--- config.mk ---
export PLATFORM = sky130hd
export DESIGN_NAME = filename_slug_normalizer_flat
export DESIGN_NICKNAME = d
export VERILOG_FILES = /design/src/design/fsn_pkg.sv /design/src/design/fsn_in_if.sv /design/src/design/fsn_out_if.sv /design/src/design/filename_slug_normalizer.sv /design/src/flat_wrapper.sv
export SDC_FILE = /design/constraint.sdc
export NUM_CORES = 1
export LEC_CHECK = 0
export ABC_AREA = 1
export BUFFER_PORTS_ARGS = -buffer_cell sky130_fd_sc_hd__buf_2
export CORE_MARGIN = 3
export CORE_UTILIZATION = 35
export DETAILED_ROUTE_END_ITERATION = 10
export GPL_ROUTABILITY_DRIVEN = 0
export HOLD_SLACK_MARGIN = 0.03
export PLACE_DENSITY = 0.55
export SKIP_CTS_REPAIR_TIMING = 1
export SLEW_MARGIN = 5
export SYNTH_ARGS = -nofsm -noshare
export SYNTH_HDL_FRONTEND = slang
export SYNTH_SLANG_ARGS = --single-unit
--- constraint.sdc ---
create_clock -name clk -period 2 [get_ports clk]
set_input_delay 0.2 -clock clk [delete_from_list [all_inputs] [get_ports clk]]
set_output_delay 0.2 -clock clk [all_outputs]
set_load 0.005 [all_outputs]
--- src/design/fsn_pkg.sv ---
// ----------------------------------------------------------------------------
// Filename slug normalizer package
// Character constants, register map, the fallback name and the result record
// used by the normalizer.
// ----------------------------------------------------------------------------
package fsn_pkg;

  localparam logic [7:0] CH_DASH  = 8'h2D;
  localparam logic [7:0] CH_DOT   = 8'h2E;
  localparam logic [7:0] CH_UNDER = 8'h5F;

  localparam int MAX_RESULTS = 4;
  localparam int CNT_W       = 3;
  localparam int LEN_W       = 10;
  localparam logic [LEN_W-1:0] MAX_LENGTH_RESET = 10'd1023;

  // Register map, by word index.
  localparam logic REG_MAX_LENGTH = 1'b0;

  typedef struct packed {
    logic [6:0] out_char;
    logic       out_present;
    logic       name_end;
  } result_t;

  // Fallback name used when nothing visible survives normalization.
  function automatic logic [6:0] fallback_char(input logic [1:0] idx);
    logic [6:0] c;
    case (idx)
      2'd0:    c = 7'h66;  // f
      2'd1:    c = 7'h69;  // i
      2'd2:    c = 7'h6C;  // l
      default: c = 7'h65;  // e
    endcase
    return c;
  endfunction

endpackage

--- src/design/fsn_in_if.sv ---
// ----------------------------------------------------------------------------
// Name byte stream interface
// Valid/ready channel carrying one input byte of a name per beat.
// ----------------------------------------------------------------------------
interface fsn_in_if;
  logic       valid;
  logic       ready;
  logic [7:0] ch;
  logic       char_present;
  logic       end_of_text;

  modport source (output valid, ch, char_present, end_of_text, input ready);
  modport sink   (input valid, ch, char_present, end_of_text, output ready);
endinterface

--- src/design/fsn_out_if.sv ---
// ----------------------------------------------------------------------------
// Slug character stream interface
// Valid/ready channel carrying one normalized character per beat.
// ----------------------------------------------------------------------------
interface fsn_out_if;
  logic       valid;
  logic       ready;
  logic [6:0] out_char;
  logic       out_present;
  logic       name_end;

  modport source (output valid, out_char, out_present, name_end, input ready);
  modport sink   (input valid, out_char, out_present, name_end, output ready);
endinterface

--- src/design/filename_slug_normalizer.sv ---
// ----------------------------------------------------------------------------
// Filename slug normalizer
// Lowercases, collapses separators and trims a name byte stream into a slug.
// ----------------------------------------------------------------------------
// Timing: a byte's first result beat is offered in the cycle after acceptance.
// Throughput: one input beat per cycle while each byte yields at most one
//   result and slug_out is ready; a byte yielding k results (up to 4) holds
//   further input until its queue drains, one beat per cycle while slug_out is ready.
// Reset: synchronous rst clears the name state and the result queue and sets
//   max_length to 1023; no clearing pass is needed.
module filename_slug_normalizer #(
  parameter int NAME_BUFFER = 1024
) (
  input  logic        clk,
  input  logic        rst,
  fsn_in_if.sink      name_in,
  fsn_out_if.source   slug_out,
  input  logic        psel,
  input  logic        penable,
  input  logic        pwrite,
  input  logic [2:0]  paddr,
  input  logic [31:0] pwdata,
  output logic [31:0] prdata,
  output logic        pready
);

  localparam int CAP_W = $clog2(NAME_BUFFER);
  localparam int CMP_W = (CAP_W > fsn_pkg::LEN_W) ? CAP_W : fsn_pkg::LEN_W;
  localparam logic [CMP_W-1:0] LIMIT_CAP = CMP_W'(NAME_BUFFER - 1);

  // Configuration
  logic [fsn_pkg::LEN_W-1:0] max_length;
  logic [fsn_pkg::LEN_W-1:0] limit;
  logic                      cfg_wr;

  // Name state
  logic                      prev_separator;
  logic [7:0]                pending_sep_char;
  logic                      pending_sep_valid;
  logic [fsn_pkg::LEN_W-1:0] chars_counted;
  logic                      any_visible_out;
  logic                      saw_input_byte;

  // Result queue, slot 0 is presented on the output
  fsn_pkg::result_t          rq [fsn_pkg::MAX_RESULTS];
  logic [fsn_pkg::CNT_W-1:0] rq_cnt;

  // Per-byte decode
  logic                      accept;
  logic                      pop;
  logic                      is_sep;
  logic [7:0]                mapped;
  logic                      take;
  logic                      emit_char;
  logic                      saw_next;
  logic                      vis_next;
  fsn_pkg::result_t          res [fsn_pkg::MAX_RESULTS];
  logic [fsn_pkg::CNT_W-1:0] res_n;

  assign pready = 1'b1;
  assign cfg_wr = psel && penable && pwrite && pready;
  assign prdata = (paddr[2] == fsn_pkg::REG_MAX_LENGTH) ?
                  {{(32 - fsn_pkg::LEN_W){1'b0}}, max_length} : 32'd0;

  assign limit = ({{(CMP_W - fsn_pkg::LEN_W){1'b0}}, max_length} > LIMIT_CAP) ?
                 LIMIT_CAP[fsn_pkg::LEN_W-1:0] : max_length;

  assign pop           = slug_out.valid && slug_out.ready;
  assign name_in.ready = (rq_cnt == '0) || ((rq_cnt == 3'd1) && slug_out.ready);
  assign accept        = name_in.valid && name_in.ready;

  always_comb begin
    is_sep = 1'b0;
    mapped = name_in.ch;
    case (name_in.ch) inside
      [8'h41:8'h5A]: mapped = name_in.ch + 8'd32;
      [8'h61:8'h7A], [8'h30:8'h39]: mapped = name_in.ch;
      fsn_pkg::CH_DOT, fsn_pkg::CH_DASH, fsn_pkg::CH_UNDER: is_sep = 1'b1;
      default: begin
        mapped = fsn_pkg::CH_DASH;
        is_sep = 1'b1;
      end
    endcase
  end

  assign take      = name_in.char_present && !(is_sep && prev_separator) &&
                     (chars_counted < limit);
  assign emit_char = take && !is_sep;
  assign saw_next  = saw_input_byte || name_in.char_present;
  assign vis_next  = any_visible_out || emit_char;

  always_comb begin
    for (int i = 0; i < fsn_pkg::MAX_RESULTS; i++) begin
      res[i] = '0;
    end
    res_n = '0;
    if (emit_char) begin
      if (pending_sep_valid) begin
        res[0] = '{out_char: pending_sep_char[6:0], out_present: 1'b1, name_end: 1'b0};
        res[1] = '{out_char: mapped[6:0], out_present: 1'b1,
                   name_end: name_in.end_of_text};
        res_n  = 3'd2;
      end else begin
        res[0] = '{out_char: mapped[6:0], out_present: 1'b1,
                   name_end: name_in.end_of_text};
        res_n  = 3'd1;
      end
    end else if (name_in.end_of_text) begin
      if (saw_next && !vis_next) begin
        for (int i = 0; i < fsn_pkg::MAX_RESULTS; i++) begin
          res[i] = '{out_char: fsn_pkg::fallback_char(2'(i)), out_present: 1'b1,
                     name_end: (i == fsn_pkg::MAX_RESULTS - 1)};
        end
        res_n = 3'd4;
      end else begin
        // Empty name, or an end beat that adds no character of its own.
        res[0] = '{out_char: 7'd0, out_present: 1'b0, name_end: 1'b1};
        res_n  = 3'd1;
      end
    end
  end

  always_ff @(posedge clk) begin
    if (rst) begin
      max_length <= fsn_pkg::MAX_LENGTH_RESET;
    end else if (cfg_wr && (paddr[2] == fsn_pkg::REG_MAX_LENGTH)) begin
      max_length <= pwdata[fsn_pkg::LEN_W-1:0];
    end
  end

  always_ff @(posedge clk) begin
    if (rst) begin
      prev_separator    <= 1'b0;
      pending_sep_char  <= '0;
      pending_sep_valid <= 1'b0;
      chars_counted     <= '0;
      any_visible_out   <= 1'b0;
      saw_input_byte    <= 1'b0;
    end else if (accept) begin
      if (name_in.end_of_text) begin
        prev_separator    <= 1'b0;
        pending_sep_char  <= '0;
        pending_sep_valid <= 1'b0;
        chars_counted     <= '0;
        any_visible_out   <= 1'b0;
        saw_input_byte    <= 1'b0;
      end else begin
        saw_input_byte <= saw_next;
        if (take) begin
          chars_counted  <= chars_counted + 1'b1;
          prev_separator <= is_sep;
          if (is_sep) begin
            // Leading separators count but are never held for output.
            if (any_visible_out) begin
              pending_sep_char  <= mapped;
              pending_sep_valid <= 1'b1;
            end
          end else begin
            pending_sep_valid <= 1'b0;
            any_visible_out   <= 1'b1;
          end
        end
      end
    end
  end

  always_ff @(posedge clk) begin
    if (rst) begin
      rq_cnt <= '0;
    end else if (accept) begin
      rq_cnt <= res_n;
    end else if (pop) begin
      rq_cnt <= rq_cnt - 1'b1;
    end
  end

  always_ff @(posedge clk) begin
    if (accept) begin
      rq <= res;
    end else if (pop) begin
      for (int i = 0; i < fsn_pkg::MAX_RESULTS - 1; i++) begin
        rq[i] <= rq[i+1];
      end
    end
  end

  assign slug_out.valid       = (rq_cnt != '0);
  assign slug_out.out_char    = rq[0].out_char;
  assign slug_out.out_present = rq[0].out_present;
  assign slug_out.name_end    = rq[0].name_end;

  a_queue_bound: assert property (@(posedge clk) disable iff (rst)
    rq_cnt <= 3'(fsn_pkg::MAX_RESULTS))
    else $error("result queue count out of range");

  a_accept_when_draining: assert property (@(posedge clk) disable iff (rst)
    accept |-> (rq_cnt == '0) || ((rq_cnt == 3'd1) && pop))
    else $error("input accepted while results were still queued");

  a_bare_marker_ends: assert property (@(posedge clk) disable iff (rst)
    (slug_out.valid && !slug_out.out_present) |->
      (slug_out.name_end && (slug_out.out_char == 7'd0)))
    else $error("bare end marker not marked as name end");

  a_end_clears_state: assert property (@(posedge clk) disable iff (rst)
    (accept && name_in.end_of_text) |=>
      (chars_counted == '0) && !saw_input_byte && !pending_sep_valid)
    else $error("name state not cleared after end of name");

  a_pending_needs_visible: assert property (@(posedge clk) disable iff (rst)
    pending_sep_valid |-> any_visible_out)
    else $error("separator held before any visible character");

endmodule
--- src/flat_wrapper.sv ---
// flat-port wrapper written by rule: the top's interface ports become plain ports
module filename_slug_normalizer_flat 
#(
  parameter int NAME_BUFFER = 1024
)
  (clk, rst, psel, penable, pwrite, paddr, pwdata, prdata, pready, name_in_valid, name_in_ch, name_in_char_present, name_in_end_of_text, name_in_ready, slug_out_valid, slug_out_out_char, slug_out_out_present, slug_out_name_end, slug_out_ready);
  fsn_in_if name_in_i ();
  fsn_out_if slug_out_i ();
  input  logic clk;
  input  logic rst;
  input  logic psel;
  input  logic penable;
  input  logic pwrite;
  input  logic [2:0] paddr;
  input  logic [31:0] pwdata;
  output logic [31:0] prdata;
  output logic pready;
  input wire logic [$bits(name_in_i.valid)-1:0] name_in_valid;
  input wire logic [$bits(name_in_i.ch)-1:0] name_in_ch;
  input wire logic [$bits(name_in_i.char_present)-1:0] name_in_char_present;
  input wire logic [$bits(name_in_i.end_of_text)-1:0] name_in_end_of_text;
  output wire logic [$bits(name_in_i.ready)-1:0] name_in_ready;
  output wire logic [$bits(slug_out_i.valid)-1:0] slug_out_valid;
  output wire logic [$bits(slug_out_i.out_char)-1:0] slug_out_out_char;
  output wire logic [$bits(slug_out_i.out_present)-1:0] slug_out_out_present;
  output wire logic [$bits(slug_out_i.name_end)-1:0] slug_out_name_end;
  input wire logic [$bits(slug_out_i.ready)-1:0] slug_out_ready;
  assign name_in_i.valid = name_in_valid;
  assign name_in_i.ch = name_in_ch;
  assign name_in_i.char_present = name_in_char_present;
  assign name_in_i.end_of_text = name_in_end_of_text;
  assign name_in_ready = name_in_i.ready;
  assign slug_out_valid = slug_out_i.valid;
  assign slug_out_out_char = slug_out_i.out_char;
  assign slug_out_out_present = slug_out_i.out_present;
  assign slug_out_name_end = slug_out_i.name_end;
  assign slug_out_i.ready = slug_out_ready;
  filename_slug_normalizer #(.NAME_BUFFER(NAME_BUFFER)) u_core (.clk(clk), .rst(rst), .name_in(name_in_i), .slug_out(slug_out_i), .psel(psel), .penable(penable), .pwrite(pwrite), .paddr(paddr), .pwdata(pwdata), .prdata(prdata), .pready(pready));
endmodule
==> results of run 1 <==
[worst reg2reg max path: cells and delay by family, from the launching register on]
kind	cells	cell delay, ns
buffers and inverters	3	0.16
and+or+nand+nor	10	0.94
DFF	1	0.33
adders and majority gates	1	0.29
[flip-flops by register name (all words and copies together), names as in the netlist]
| name | cells |
|---|---|
| u_core.rq_cnt | 3 |
| u_core.any_visible_out | 1 |
| u_core.slug_out.out_char | 7 |
| u_core.max_length | 10 |
| u_core.chars_counted | 10 |
| u_core.rq | 13 |
| u_core.slug_out.out_present | 1 |
| u_core.pending_sep_char | 7 |
| u_core.pending_sep_valid | 1 |
| u_core.saw_input_byte | 1 |
| u_core.slug_out.name_end | 1 |
| u_core.prev_separator | 1 |
[area by class of cell]
class,instances,area (sq um)
Inverter,54,215
Multi-Input combinational cell,333,1950
Timing Repair Buffer,85,542
Tap cell,129,161
Sequential cell,56,1360
Fill cell,983,5190
Clock buffer,5,68.8
Clock inverter,3,22.5
[how the worst max path moves through the flow]
stage	end	startpoint	slack, ns	cells after the start
2_1_floorplan	u_core.rq[19]$_DFFE_PP_	u_core.max_length[9]$_SDFFE_PP1P_	0.12	13
3_3_place_gp	u_core.slug_out.out_char[5]$_DFFE_PP_	u_core.max_length[9]$_SDFFE_PP1P_	-0.04	13
3_5_place_dp	u_core.rq[19]$_DFFE_PP_	u_core.max_length[9]$_SDFFE_PP1P_	-0.08	13
4_1_cts	u_core.rq[19]$_DFFE_PP_	u_core.max_length[9]$_SDFFE_PP1P_	-0.08	13
5_1_grt	u_core.rq_cnt[2]$_SDFFE_PP0P_	u_core.max_length[6]$_SDFFE_PP1P_	-0.07	13
6_report	u_core.rq[19]$_DFFE_PP_	u_core.max_length[6]$_SDFFE_PP1P_	0.05	14
[cell usage in the layout, fill, tap and decap left out, drive strengths merged, types with 3 or more instances in the layout]
master,Yosys,routed
ha,15,15
edfxtp,22,22
clkbuf,7,5
nor3,3,3
buf,36,85
nand3,29,29
nand2,133,133
a21oi,31,31
conb,2,23
clkinvlp,0,3
o21ai,15,15
or2,4,4
nand4,10,10
nor2,49,49
dfxtp,34,34
inv,54,53
o211ai,10,10
[power by group through the flow]
stage / registers [mW] / logic [mW] / clock network, mW
floorplan: 1.72 / 0.986 / 0
detailed placement: 1.73 / 1.35 / 0
finish: 1.71 / 1.49 / 0.652
CTS: 1.70 / 1.36 / 0.680
global placement: 1.73 / 1.33 / 0
global route: 1.74 / 1.68 / 0.724
[kinds of logic (layout without fill, tap and decap cells)]
kind of cell,count (synthesis),in the layout,synth area share (%)
DFF,56,56,38.1
buffers and inverters,97,147,14.3
and+or+nand+nor,231,231,30.9
other,2,23,0.213
adders and majority gates,15,15,5.32
xor gates and xnor gates,2,2,0.497
AOI/OAI and AO/OA,62,62,10.7
[routing by layer]
metal	vias to the layer above	track usage (%)	wire, um
li1	1594	-	-
met1	1416	16.9	3640
met2	63	23.2	3810
met3	11	2.61	317
met4	0	4.72	128
met5	-	0	0
==> results by group, run 1 <==
Hold path
  – Worst Hold Path EP: u_core.max_length[8]$_SDFFE_PP1P_
  – Worst Hold Launch: pwdata[8]
  – Hold path cells: 3
  – HP Class: in -> reg

Floorplan
  – CORE AREA: roughly 9500 sq um
  – Rows: 35
  – Die span in x: 106 um
  – Die ar.: 11300 sq um
  – Die H: 106 um
  – Initial Util: 37.1%
  – IO Pins: 96

Logic synthesis
  – Avg Cell Area, Syn: 7.58 sq um
  – Sequential element share of the synthesized area: a little under two fifths
  – Cell with the most instances after synthesis: nand2_1
  – YS warnings: 0
  – Area contributors post-synth: dfxtp_1, edfxtp_1, nand2_1
  – EDFF count, synth: 22
  – Distinct cells, synth: 42
  – Asr flop ratio synth: 0%
  – Yosys top cell area share: between 10% and 20%
  – Main synth FF type: dfxtp_1
  – Synth area leader: dfxtp_1
  – Synth cell count leaders: nand2_1, inv_1, nor2_1
  – Mapped cell area: 3520 sq um
  – Synthesized netlist cell count: around 470
  – Number of synthesized register bits: 56

Power and ir drop
  – Fraction of power spent switching nets: 36.0%
  – Sequential power share: 44.3%
  – Tot Pwr: 3.85 mW
  – NetSw: 1.39 mW
  – Clk network pwr share: 17.0%
  – Comb pwr share: 38.7%
  – Int Pwr: 2.46 mW
  – Lkg Pwr: 1.96 nW
  – PD cells: 891 nW/um^2
  – Worst vdd ir: 0.000396 V

STA
  – Setup ws final: 0.0478 ns
  – Fmax: 0.512 GHz
  – Final Slew Violations: 0
  – Hold Fails Final Rpt: 0
  – Post-route minimum period: 1.95 ns
  – TNS Setup: 0 ns
  – RSZ-0062 raised after global routing: true
  – Hold WS: 0.0928 ns
  – Worst-Margin Slew: 0.657 ns
  – Setup Skew: between 0.01 and 0.015 ns
  – Period utilization: 97.6%
  – Final setup viols: 0
  – Slew Limit Headroom: 56.0%

Critical path
  – Cell repeated most along the worst path: nand2_2
  – Crit start category: register
  – Top Family by Delay on Critical Path: simple AND/OR/NAND/NOR gates
  – Critical path class: reg -> reg
  – WP buf/inv: 3
  – Data required, critical path: ~2.1 ns
  – FF-to-FF Start: u_core.max_length[6]$_SDFFE_PP1P_
  – Reg2Reg Depth: 14
  – Worst EP arrival: approximately 2 ns
  – Critical path cell sequence: inv_1, ha_1, nand2_2, nor2_4, nand2_1, nand2_2, nor2_4, nand4_4, nand2_2, inv_4, nand3_4, nand2_2, inv_2, nand2_1
  – Worst Setup End Kind: register
  – FF-to-FF setup slack: between 0.04 and 0.05 ns
  – Critical path's slowest cell: dfxtp_2
  – Biggest cell delay along the critical path: roughly 0.33 ns
  – CP Max Fanout: 5
  – R2r endpoint: u_core.rq[19]$_DFFE_PP_

Detailed routing
  – Vias/cell: 4.64
  – Final ANT Viol Nets: 0
  – Final WL: 7.90 mm
  – DRC violations left: 0
  – Initial DRC Count: 103
  – DR pass1 iterations: 4
  – Vias: 3084
  – WL/cell: 11.9 um

Status
  – Status: complete, no violations

CTS
  – CTS max path bufs: 2
  – CTS tree: yes
  – Total CTS buffers: 5
  – CTS H-tree lvls: 2
  – CTS sink cnt: 56
  – Clk root buf: clkbuf_8
  – Clock Latency Late Sink: 0.31 ns
  – Clock-pin slew on the worst setup and hold paths: between 0.1 and 0.15 ns

Layout
  – Final nets: 602
  – Share of layout cells above drive strength 1: 34.7%
  – Fin util: 45.4%
  – Post-route insts no fill: 665
  – Finished Cell Area: about 4300 sq um
  – P&R area growth vs syn: 22.5%
  – N_diodes: 0

Global routing
  – Initial antenna violation count: 0
  – Tot GR Track Use: between 10% and 20%
  – GRT overflow: 0
  – Pin count of the biggest net entering global routing: 22
  – First-pass GRT wire length: 12.6 mm
  – Vias in the first global route: 2880

Placement
  – Hpwl dp: 5.99 mm
  – Worst slack, placed: -0.0821 ns
  – Dpl cell area: 3960 sq um
  – Port Buf Inserts: 48
  – Placed Instances: 652

Job
  – Max-Cap Viols: 0
Note: power is estimated with default switching activity, not from simulation.
==> inputs of run 2 (changes only) <==
--- a/config.mk
+++ b/config.mk
@@ -12,7 +12,7 @@
 export DETAILED_ROUTE_END_ITERATION = 10
 export GPL_ROUTABILITY_DRIVEN = 0
 export HOLD_SLACK_MARGIN = 0.03
-export PLACE_DENSITY = 0.55
+export PLACE_DENSITY_LB_ADDON = 0.2
 export SKIP_CTS_REPAIR_TIMING = 1
 export SLEW_MARGIN = 5
 export SYNTH_ARGS = -nofsm -noshare
==> constraint.sdc (replaced) <==
create_clock -name clk -period 2.35 [get_ports clk]
set_input_delay 0.235 -clock clk [delete_from_list [all_inputs] [get_ports clk]]
set_output_delay 0.235 -clock clk [all_outputs]
set_load 0.005 [all_outputs]
==> results by group, run 2 (synthesis gave the netlist of run 1 again) <==
Placement
  – Placed Instances: 630 (was 652)
  – Worst slack, placed: 0.221 ns (was -0.0821 ns)
  – Hpwl dp: 5.83 mm (was 5.99 mm)
  – Port Buf Inserts: 48 (unchanged)

Critical path
  – Biggest cell delay along the critical path: 0.33 ns (about the same)
  – Critical path class: reg -> reg (unchanged)
  – Critical path cell sequence: inv_1, ha_1, a21oi_1, o21a_1, nand2_1, nor2_4, nand4_4, nand2_1, inv_2, nand3_2, nand2_1, inv_2, nand2_1 (was inv_1, ha_1, nand2_2, nor2_4, nand2_1, nand2_2, nor2_4, nand4_4, nand2_2, inv_4, nand3_4, nand2_2, inv_2, nand2_1)
  – Top Family by Delay on Critical Path: simple AND/OR/NAND/NOR gates (unchanged)
  – WP buf/inv: 3 (unchanged)
  – Critical path's slowest cell: dfxtp_1 (was dfxtp_2)
  – Worst EP arrival: 2.17 ns (was 2.04 ns)
  – Crit start category: register (unchanged)
  – Crit. Startpoint: u_core.max_length[9]$_SDFFE_PP1P_ (was u_core.max_length[6]$_SDFFE_PP1P_)
  – Cell repeated most along the worst path: nand2_1 (was nand2_2)
  – Data required, critical path: 2.43 ns (was 2.09 ns)
  – FF-to-FF Start: u_core.max_length[9]$_SDFFE_PP1P_ (was u_core.max_length[6]$_SDFFE_PP1P_)
  – CP Max Fanout: 6 (was 5)
  – Worst Setup End Kind: register (unchanged)

Layout
  – P&R area growth vs syn: 11.1% (was 22.5%)
  – Fin util: 41.2% (was 45.4%)
  – Commonest non-fill, non-tap cells in the layout: nand2_1, buf_2, inv_1, nor2_1, dfxtp_1 (was nand2_1, buf_2, nor2_1, inv_1, buf_4)
  – Largest regs: u_core.rq: 13 flops, u_core.chars_counted: 10 flops, u_core.max_length: 10 flops (unchanged)
  – Final nets: 578 (was 602)
  – Most common cell after layout, fill and taps aside: nand2_1 (unchanged)
  – Sequential cell area: 1340 sq um (was 1360 sq um)
  – Post-route insts no fill: 641 (was 665)
  – Area of the multi-input gates: 1780 sq um (was 1950 sq um)
  – N_diodes: 0 (unchanged)
  – Fillcell total: 1024 (was 983)
  – Number of flip-flops in the largest register: 13 (unchanged)
  – Top reg by flops: u_core.rq (unchanged)
  – Share of layout cells above drive strength 1: 21.9% (was 34.7%)

Power and ir drop
  – Clk network pwr share: 18.3% (was 17.0%)
  – Lkg Pwr: 1.85 nW (was 1.96 nW)
  – Worst vdd ir: 0.000310 V (was 0.000396 V)
  – PD cells: 792 nW/um^2 (was 891 nW/um^2)
  – Fraction of power spent switching nets: 36.0% (about the same)
  – Int Pwr: 1.99 mW (was 2.46 mW)
  – Sequential power share: 46.7% (was 44.3%)
  – Comb pwr share: 35.0% (was 38.7%)
  – NetSw: 1.12 mW (was 1.39 mW)

Global routing
  – Vias in the first global route: 2809 (was 2880)
  – Tot GR Track Use: 13.7% (was 13.5%)
  – GRT overflow: 0 (unchanged)
  – First-pass GRT wire length: 12.9 mm (was 12.6 mm)
  – Initial antenna violation count: 0 (unchanged)
  – Pin count of the biggest net entering global routing: 25 (was 22)

STA
  – Setup Skew: 0.0121 ns (was 0.0106 ns)
  – Fmax: 0.479 GHz (was 0.512 GHz)
  – Hold Fails Final Rpt: 0 (unchanged)
  – Post-route minimum period: 2.09 ns (was 1.95 ns)
  – RSZ-0062 raised after global routing: false (was true)
  – Period utilization: 88.9% (was 97.6%)
  – Final setup viols: 0 (unchanged)
  – Hold WS: 0.130 ns (was 0.0928 ns)
  – TNS Setup: 0 ns (unchanged)
  – Final Slew Violations: 0 (unchanged)
  – Setup ws final: 0.260 ns (was 0.0478 ns)

Detailed routing
  – Initial DRC Count: 70 (was 103)
  – Vias: 2944 (was 3084)
  – Final WL: 7.51 mm (was 7.90 mm)
  – Vias/cell: 4.59 (was 4.64)
  – DRC violations left: 0 (unchanged)
  – DR pass1 iterations: 4 (unchanged)
  – WL/cell: 11.7 um (was 11.9 um)
  – Final ANT Viol Nets: 0 (unchanged)

CTS
  – Total CTS buffers: 5 (unchanged)
  – CTS max path bufs: 2 (unchanged)
  – Clock-pin slew on the worst setup and hold paths: 0.11 ns (about the same)
  – Clk root buf: clkbuf_8 (unchanged)
  – CTS tree: yes (unchanged)
  – CTS H-tree lvls: 2 (unchanged)
  – CTS sink cnt: 56 (unchanged)
  – Clock Latency Late Sink: 0.31 ns (about the same)

Floorplan
  – Initial Util: 37.1% (unchanged)
  – Die span in x: 106 um (unchanged)
  – Die H: 106 um (unchanged)
  – CORE AREA: 9500 sq um (unchanged)
  – Rows: 35 (unchanged)
  – IO Pins: 96 (unchanged)
  – Die ar.: 11300 sq um (unchanged)

Job
  – Max-Cap Viols: 0 (unchanged)

Status
  – Status: complete, no violations (unchanged)

Hold path
  – HP Class: in -> reg (unchanged)
  – Worst Hold Launch: pwdata[4] (was pwdata[8])
==> run 2: stage by stage <==
step,cell area [sq um],power [mW]
2_1_floorplan,3600,2.30
3_3_place_gp,3780,2.53
3_5_place_dp,3780,2.54
4_1_cts,3880,3.11
5_1_grt,3920,3.35
6_report,3920,3.10
==> run 2: worst paths after layout <==
check | endpoint | slack [ns] | cells past startpoint
min | u_core.max_length[4]$_SDFFE_PP1P_ | 0.13 | 3
min reg2reg | u_core.saw_input_byte$_SDFFE_PP0P_ | 0.46 | 2
max | u_core.rq[25]$_DFFE_PP_ | 0.26 | 13
max reg2reg | u_core.rq[25]$_DFFE_PP_ | 0.26 | 13
==> run 2: worst reg2reg max path, cell delays in order, from the launching register on <==
cell and delay, ns:
dfxtp_1 0.33, inv_1 0.06, ha_1 0.31, a21oi_1 0.15
o21a_1 0.13, nand2_1 0.07, nor2_4 0.16, nand4_4 0.17
nand2_1 0.11, inv_2 0.05, nand3_2 0.12, nand2_1 0.08
inv_2 0.07, nand2_1 0.05
==> run 2: area by class of cell <==
class | count | area share (%)
Multi-Input combinational cell | 333 | 45.4
Sequential cell | 56 | 34.2
Timing Repair Buffer | 61 | 8.62
Inverter | 54 | 5.24
Clock inverter | 3 | 0.671
Clock buffer | 5 | 1.76
Tap cell | 129 | 4.12
==> run 2: routing by layer <==
metal  GRT usage (%)  share of wire [%]  up-vias
met3            2.61                3.8        4
met4            2.50               0.63        0
met2            24.0                 49       50
met5               0                  0        -
met1            17.6                 46     1349
li1                -                  -     1541
==> run 2: power groups by stage <==
stage,Combinational (mW),Clock (mW),Sequential [mW]
after floorplan,0.839,0,1.46
after global placement,1.06,0,1.47
after detailed placement,1.07,0,1.48
after CTS,1.07,0.589,1.45
after global routing,1.26,0.617,1.48
final,1.09,0.567,1.45
==> inputs of run 3 (changes only) <==
--- a/config.mk
+++ b/config.mk
@@ -11,8 +11,10 @@
 export CORE_UTILIZATION = 35
 export DETAILED_ROUTE_END_ITERATION = 10
 export GPL_ROUTABILITY_DRIVEN = 0
+export GPL_TIMING_DRIVEN = 0
 export HOLD_SLACK_MARGIN = 0.03
 export PLACE_DENSITY_LB_ADDON = 0.2
+export RECOVER_POWER = 100
 export SKIP_CTS_REPAIR_TIMING = 1
 export SLEW_MARGIN = 5
 export SYNTH_ARGS = -nofsm -noshare
==> results by group, run 3 (synthesis gave the netlist of run 1 again) <==
Hold path
  – HP Class: in -> reg (unchanged)

Critical path
  – Critical path class: reg -> reg (unchanged)
  – Cell repeated most along the worst path: nor2_1 (was nand2_1)
  – Crit start category: register (unchanged)
  – Biggest cell delay along the critical path: 0.32 ns (was 0.33 ns)
  – FF-to-FF setup slack: 0.26 ns (about the same)
  – CP Depth: 13 (unchanged)
  – CP Max Fanout: 8 (was 6)
  – Reg2Reg Depth: 13 (unchanged)
  – Critical Path End: u_core.rq[20]$_DFFE_PP_ (was u_core.rq[25]$_DFFE_PP_)
  – Top Family by Delay on Critical Path: simple AND/OR/NAND/NOR gates (unchanged)
  – Data required, critical path: 2.44 ns (was 2.43 ns)
  – Worst Setup End Kind: register (unchanged)
  – R2r endpoint: u_core.rq[20]$_DFFE_PP_ (was u_core.rq[25]$_DFFE_PP_)
  – WP buf/inv: 2 (was 3)
  – Critical path's slowest cell: dfxtp_1 (unchanged)
  – FF-to-FF Start: u_core.max_length[9]$_SDFFE_PP1P_ (unchanged)
  – Worst EP arrival: 2.18 ns (was 2.17 ns)
  – Critical path cell sequence: inv_1, ha_1, nand2_1, nor2_1, nand4_1, nor2_1, nor2_4, nand4_4, nor2_1, nand2_2, inv_1, nand2_1, nand3_1 (was inv_1, ha_1, a21oi_1, o21a_1, nand2_1, nor2_4, nand4_4, nand2_1, inv_2, nand3_2, nand2_1, inv_2, nand2_1)
  – Crit. Startpoint: u_core.max_length[9]$_SDFFE_PP1P_ (unchanged)

STA
  – Final setup viols: 0 (unchanged)
  – RSZ-0062 raised after global routing: false (unchanged)
  – Final Slew Violations: 0 (unchanged)
  – Setup Skew: 0.0238 ns (was 0.0121 ns)
  – Setup ws final: 0.257 ns (was 0.260 ns)
  – TNS Setup: 0 ns (unchanged)
  – Slew Limit Headroom: 63.7%
  – Hold Fails Final Rpt: 0 (unchanged)
  – Post-route minimum period: 2.09 ns (about the same)
  – Period utilization: 89.1% (was 88.9%)
  – Fmax: 0.478 GHz (was 0.479 GHz)
  – Worst-Margin Slew: 0.542 ns

Power and ir drop
  – Worst vdd ir: 0.000292 V (was 0.000310 V)
  – PD cells: 780 nW/um^2 (was 792 nW/um^2)
  – Lkg Pwr: 1.94 nW (was 1.85 nW)

Detailed routing
  – DR pass1 iterations: 4 (unchanged)
  – Vias/cell: 4.55 (was 4.59)
  – Initial DRC Count: 117 (was 70)
  – Final WL: 7.80 mm (was 7.51 mm)
  – DRC violations left: 0 (unchanged)
  – Vias: 3051 (was 2944)
  – WL/cell: 11.6 um (was 11.7 um)
  – Final ANT Viol Nets: 0 (unchanged)

Floorplan
  – Die H: 106 um (unchanged)
  – Die span in x: 106 um (unchanged)
  – Initial Util: 37.1% (unchanged)
  – IO Pins: 96 (unchanged)
  – Rows: 35 (unchanged)
  – Die ar.: 11300 sq um (unchanged)
  – CORE AREA: 9500 sq um (unchanged)

CTS
  – Clk root buf: clkbuf_8 (unchanged)
  – CTS H-tree lvls: 2 (unchanged)
  – Clock Latency Late Sink: 0.32 ns (was 0.31 ns)
  – Total CTS buffers: 5 (unchanged)
  – CTS max path bufs: 2 (unchanged)
  – Clock-pin slew on the worst setup and hold paths: 0.13 ns (was 0.11 ns)
  – CTS tree: yes (unchanged)
  – CTS sink cnt: 56 (unchanged)

Layout
  – Top reg by flops: u_core.rq (unchanged)
  – Largest regs: u_core.rq: 13 flops, u_core.chars_counted: 10 flops, u_core.max_length: 10 flops (unchanged)
  – Fin util: 43.0% (was 41.2%)
  – Fillcell total: 1010 (was 1024)
  – Number of flip-flops in the largest register: 13 (unchanged)
  – N_diodes: 0 (unchanged)
  – Share of layout cells above drive strength 1: 22.7% (was 21.9%)
  – Commonest non-fill, non-tap cells in the layout: nand2_1, inv_1, nor2_1, buf_2, dfxtp_1 (was nand2_1, buf_2, inv_1, nor2_1, dfxtp_1)
  – Most common cell after layout, fill and taps aside: nand2_1 (unchanged)
  – P&R area growth vs syn: 16.0% (was 11.1%)
  – Final nets: 608 (was 578)

Global routing
  – Initial antenna violation count: 0 (unchanged)
  – GRT overflow: 0 (unchanged)
  – Vias in the first global route: 2830 (was 2809)
  – Pin count of the biggest net entering global routing: 25 (unchanged)
  – First-pass GRT wire length: 12.9 mm (about the same)
  – Tot GR Track Use: 13.8% (was 13.7%)

Placement
  – Worst slack, placed: 0.188 ns (was 0.221 ns)
  – Port Buf Inserts: 47 (was 48)
  – Hpwl dp: 6.05 mm (was 5.83 mm)

Status
  – Status: complete, no violations (unchanged)

Job
  – Max-Cap Viols: 0 (unchanged)
-- run 3: area by class of cell --
cell class / count / area, sq um / share of cell area (%)
plain buffers: 43 / 298 / 7.28
repair buffers: 47 / 224 / 5.48
inverters: 54 / 209 / 5.11
clock inverters: 3 / 26.3 / 0.643
well taps: 129 / 161 / 3.95
multi-input cells: 333 / 1750 / 42.9
flip-flops and latches: 56 / 1340 / 32.8
clock buffers: 5 / 68.8 / 1.68
repair inverters: 1 / 5.00 / 0.122
-- run 3: stage by stage --
| stage | hold slack [ns] | std cells | area [sq um] | power (mW) |
|---|---|---|---|---|
| final | 0.135 | 671 | 4090 | 3.19 |
| after global placement | 0.438 | 662 | 4000 | 2.63 |
| after CTS | 0.121 | 670 | 4100 | 3.22 |
| after global routing | 0.125 | 671 | 4090 | 3.43 |
| after floorplan | 0.304 | 486 | 3600 | 2.30 |
| after detailed placement | 0.438 | 662 | 4000 | 2.65 |
-- run 3: how the worst min path moves through the flow --
stage | end | from | slack [ns] | cells past startpoint
2_1_floorplan | u_core.pending_sep_char[0]$_SDFFE_PP0P_ | rst | 0.30 | 1
3_3_place_gp | u_core.saw_input_byte$_SDFFE_PP0P_ | u_core.saw_input_byte$_SDFFE_PP0P_ | 0.44 | 2
3_5_place_dp | u_core.saw_input_byte$_SDFFE_PP0P_ | u_core.saw_input_byte$_SDFFE_PP0P_ | 0.44 | 2
4_1_cts | u_core.pending_sep_char[0]$_SDFFE_PP0P_ | rst | 0.12 | 2
5_1_grt | u_core.max_length[6]$_SDFFE_PP1P_ | pwdata[6] | 0.12 | 3
6_report | u_core.max_length[6]$_SDFFE_PP1P_ | pwdata[6] | 0.13 | 3
-- run 3: routing by layer --
layer / part of all wire, % / GRT usage (%) / up-vias / routed length (um)
met1: 47 / 17.8 / 1376 / 3690
met2: 47 / 24.1 / 60 / 3700
met5: 0 / 0 / - / 0
met3: 4.5 / 2.25 / 4 / 349
met4: 0.72 / 3.05 / 0 / 56
li1: - / - / 1611 / -
-- run 3: tightest hold or removal path, delay by kind of cell --
family                 cells  cell delay, ns
AO/OA/AOI/OAI              1            0.06
buffers and inverters      1            0.07
AND/OR/NAND/NOR            1            0.04
-- run 3: power by group --
part | switching [mW] | internal, mW | leakage (nW)
combinational | 0.708 | 0.453 | 1.40
sequential | 0.0902 | 1.36 | 0.502
clock | 0.356 | 0.218 | 0.0423
total | 1.15 | 2.03 | 1.94
